--- src/rtl/npc_pkg.sv ---
// shared types and constants for the nearest palette colour search
package npc_pkg;

  // request kinds
  localparam logic REQ_WRITE  = 1'b0;
  localparam logic REQ_LOOKUP = 1'b1;

  // field widths
  localparam int unsigned COMP_W = 8;
  localparam int unsigned IDX_W8 = 8;
  localparam int unsigned DIST_W = 18;

  // running best starts above any reachable distance
  localparam logic [DIST_W-1:0] DIST_START = 18'h3FFFF;

  // input item
  typedef struct packed {
    logic              req_type;
    logic [IDX_W8-1:0] entry_index;
    logic [COMP_W-1:0] red;
    logic [COMP_W-1:0] green;
    logic [COMP_W-1:0] blue;
  } npc_req_t;

  // result item
  typedef struct packed {
    logic [IDX_W8-1:0] best_index;
    logic [DIST_W-1:0] best_distance;
  } npc_resp_t;

  // controller states
  typedef enum logic [1:0] {
    ST_IDLE,
    ST_SCAN,
    ST_DRAIN
  } npc_state_e;

  // controller to datapath
  typedef struct packed {
    logic start;
    logic wr_en;
    logic scan_en;
    logic load_out;
  } npc_cmd_t;

  // datapath to controller
  typedef struct packed {
    logic last;
    logic pipe_busy;
    logic out_free;
  } npc_status_t;

endpackage

--- src/rtl/npc_ctrl.sv ---
// controller state machine for palette writes and lookup scans
module npc_ctrl import npc_pkg::*; (
  input  logic        clk_i,
  input  logic        rst_ni,
  input  logic        in_valid_i,
  input  logic        req_type_i,
  output logic        in_ready_o,
  input  npc_status_t status_i,
  output npc_cmd_t    cmd_o
);

  npc_state_e state_q, state_d;

  // state register
  always_ff @(posedge clk_i or negedge rst_ni) begin
    if (!rst_ni) begin
      state_q <= ST_IDLE;
    end else begin
      state_q <= state_d;
    end
  end

  // next state and commands
  always_comb begin
    state_d    = state_q;
    cmd_o      = '0;
    in_ready_o = 1'b0;
    unique case (state_q)
      ST_IDLE: begin
        in_ready_o = 1'b1;
        if (in_valid_i) begin
          if (req_type_i == REQ_LOOKUP) begin
            cmd_o.start = 1'b1;
            state_d     = ST_SCAN;
          end else begin
            cmd_o.wr_en = 1'b1;
          end
        end
      end
      ST_SCAN: begin
        cmd_o.scan_en = 1'b1;
        if (status_i.last) begin
          state_d = ST_DRAIN;
        end
      end
      ST_DRAIN: begin
        // wait for the pipeline to empty and the output register to free up
        if (!status_i.pipe_busy && status_i.out_free) begin
          cmd_o.load_out = 1'b1;
          state_d        = ST_IDLE;
        end
      end
      default: begin
        state_d = ST_IDLE;
      end
    endcase
  end

endmodule

--- config.mk ---
export PLATFORM = sky130hd
export DESIGN_NAME = npc_ctrl
export DESIGN_NICKNAME = d
export VERILOG_FILES = /design/src/rtl/npc_pkg.sv /design/src/rtl/npc_ctrl.sv
export SDC_FILE = /design/constraint.sdc
export NUM_CORES = 1
export LEC_CHECK = 0
export BUFFER_PORTS_ARGS = -buffer_cell sky130_fd_sc_hd__clkbuf_2
export CORE_AREA = 10 10 47 49
export CTS_CLUSTER_DIAMETER = 100
export CTS_CLUSTER_SIZE = 20
export DETAILED_ROUTE_END_ITERATION = 8
export DIE_AREA = 0 0 57 59
export PLACE_DENSITY_LB_ADDON = 0.12
export SLEW_MARGIN = 15
export SYNTH_ARGS = -nofsm -noshare
export SYNTH_HDL_FRONTEND = slang
export SYNTH_SLANG_ARGS = --single-unit
--- constraint.sdc ---
create_clock -name clk_i -period 1 [get_ports clk_i]
set_input_delay 0.2 -clock clk_i [delete_from_list [all_inputs] [get_ports clk_i]]
set_output_delay 0.2 -clock clk_i [all_outputs]
set_load 0.02 [all_outputs]
==> results.yml <==
outcome:
  status: "finished, violations left"
  violations: "setup timing"
clock_tree:
  clock_latency_ps: 230
  cts.clk_slew.worst_paths_ps: 40
  clock_sinks: 2
  cts_tree: "built"
  clockBufferDepth: 2
  clockRootBuffer: "clkbuf_4"
  htreeDepth: 1
  cts_buffers: 3
synth:
  syn_area_um2: 119
  synth_cell_types: 10
  syn_avg_cell_area_um2: 9.91
  synth_seq_cells: 2
  synth-seq-area-share: 0.421
  yosysWarnings: 0
  syn_nets: 19
  syn-instance-count: 12
layout:
  finalNonFillerCells: 46
  regMostFlops: "state_q"
  largest_reg_flops: 2
  largest_registers: "state_q: 2 flops"
  syn2layout_area_growth_pct: 183
  drive_above_1_share: 0.800
  layout.nets: 38
  antenna_cells: 0
flow_run:
  max_cap_violations: 0
routing:
  final_antenna_net_count: 0
  routed_wl_um: 480
  drc: 0
  first_iter_violations: 2
  vias: 155
  vias_per_cell: 3.37
  wl_per_cell_um: 10.4
  firstDrtPassIters: 3
sta:
  tns_ps: -1430
  final-max-slew-violation-count: 0
  rsz0062_at_grt: "yes"
  fin_crit_sh: 1.33
  max_slew_margin: 0.868
  final.setup.worst_slack_ps: -327
  period_minus_slack_ps: 1330
  setup_viol: 6
  max_freq_mhz: 753
  timing.hold.ws_ps: 227
  hold_viol_final: 0
  worst_pin_slew_ps: 196
  fin_worst_skew_ps: 8.20
pwr:
  p_per_area_nw_per_um2: 2810
  netSwitchingPower_uw: 333
  internal_power_uw: 614
  finalPower_uw: 947
  comb_power_share: 0.581
  power_frac_seq: 0.207
  leakagePower_uw: 0.000153
  vdd_drop_max_mv: 0.950
  pwr-share-clk: 0.211
  p_sw_frac: 0.352
placed_design:
  place_hpwl_um: 411
  place.gp.congestion: 0.655
  place_ws_ps: -136
  place_inst: 40
  port_buffers: 11
die:
  die_area_um2: 3360
  ios: 12
  row_count: 14
  coreArea_um2: 1400
  die_w_um: 57
  dieHeight_um: 59
  start_util: 0.0848
worst_setup_path:
  cp_data_arrival_time_ps: 1130
  worst_setup_path_end_kind: "output pin"
  timing_worst_setup_path_type: "reg2out"
  required_ps: 800
  r2r_cells: 4
  cp-start-kind: "flip-flop"
  crit_fanout: 4
worst_hold_path:
  holdPathStages: 2
  hold_path_class: "in2reg"
grt:
  grt_pass1_wl_um: 690
  grt_max_degree: 5
  grt_antenna_before_repair: 0
  grt_pass1_vias: 175
  grtUsageTotal: 0.0293
  grt.overflow.total: 0
## routing by layer
metal / GRT usage / up-vias / part of all wire
met5: 0 / - / 0
met2: 0.0403 / 7 / 0.48
met3: 0.0236 / 0 / 0.094
met1: 0.0260 / 69 / 0.43
met4: 0.0302 / 0 / 0
li1: - / 79 / -
## power by group through the flow
stage | combinational (uW) | sequential [uW] | clock, uW
final | 550 | 196 | 200
after global placement | 374 | 184 | 0
after detailed placement | 369 | 183 | 0
after CTS | 536 | 195 | 214
after floorplan | 233 | 179 | 0
after global routing | 587 | 203 | 216
## placed cells by master (no fill, tap or decap), drive strengths merged
master	instances
dfrtp	2
buf	5
and3	1
a22o	1
clkbuf	12
nor4b	1
inv	1
nor2b	3
nand2b	1
nor2	1
a32o	1
dlygate4sd3	1
## kinds of logic (layout without fill, tap and decap cells)
family          Yosys count  in the layout  synth area share
compound gates            2              2             0.158
buf+inv                   1             19            0.0315
flops                     2              2             0.421
simple gates              7              7             0.390
## worst paths after layout
| kind | startpoint | endpoint | slack [ps] |
|---|---|---|---|
| worst min-delay path | status_i[2] | state_q[1] | 230 |
| worst max register to register | state_q[0] | state_q[0] | -40 |
| max in group asynchronous | rst_ni | state_q[0] | 600 |
| min in group asynchronous | rst_ni | state_q[1] | 290 |
| worst min register to register | state_q[0] | state_q[1] | 720 |
| worst max-delay path | state_q[1] | cmd_o[2] | -330 |
## critical path, cell delays in order, from the launching register on
cell,delay (ps)
dfrtp_2,440
nor4b_4,270
clkbuf_8,190
## timing repair
item	CTS	global route
endpoints found under the hold margin	2	0
setup buffers	1	1
hold buffers	1	0
resized for setup	13	4
endpoints found under the setup margin	5	7
pin swaps	4	1
## Yosys cell counts
| master | count | area, um^2 |
|---|---|---|
| inv_1 | 1 | 3.75 |
| nor2b_2 | 1 | 8.76 |
| nor2b_1 | 2 | 12.5 |
| a32o_1 | 1 | 10.0 |
| dfrtp_1 | 2 | 50.1 |
| nor4b_1 | 1 | 8.76 |
| a22o_1 | 1 | 8.76 |
| and3_1 | 1 | 6.26 |
| nor2_1 | 1 | 3.75 |
| nand2b_1 | 1 | 6.26 |
## cell type report
class / count / area [um^2]
Multi-Input combinational cell: 9 / 108
Sequential cell: 2 / 52.6
Timing Repair Buffer: 14 / 126
Clock buffer: 4 / 26.3
Fill cell: 164 / 1060
Tap cell: 16 / 20.0
Inverter: 1 / 3.75
## stage by stage
stage,util,area [um^2]
after global routing,0.240,337
after CTS,0.238,333
final,0.240,337
after floorplan,-,155
after global placement,0.170,238
after detailed placement,0.170,238
(Power assumes the default switching activity.)
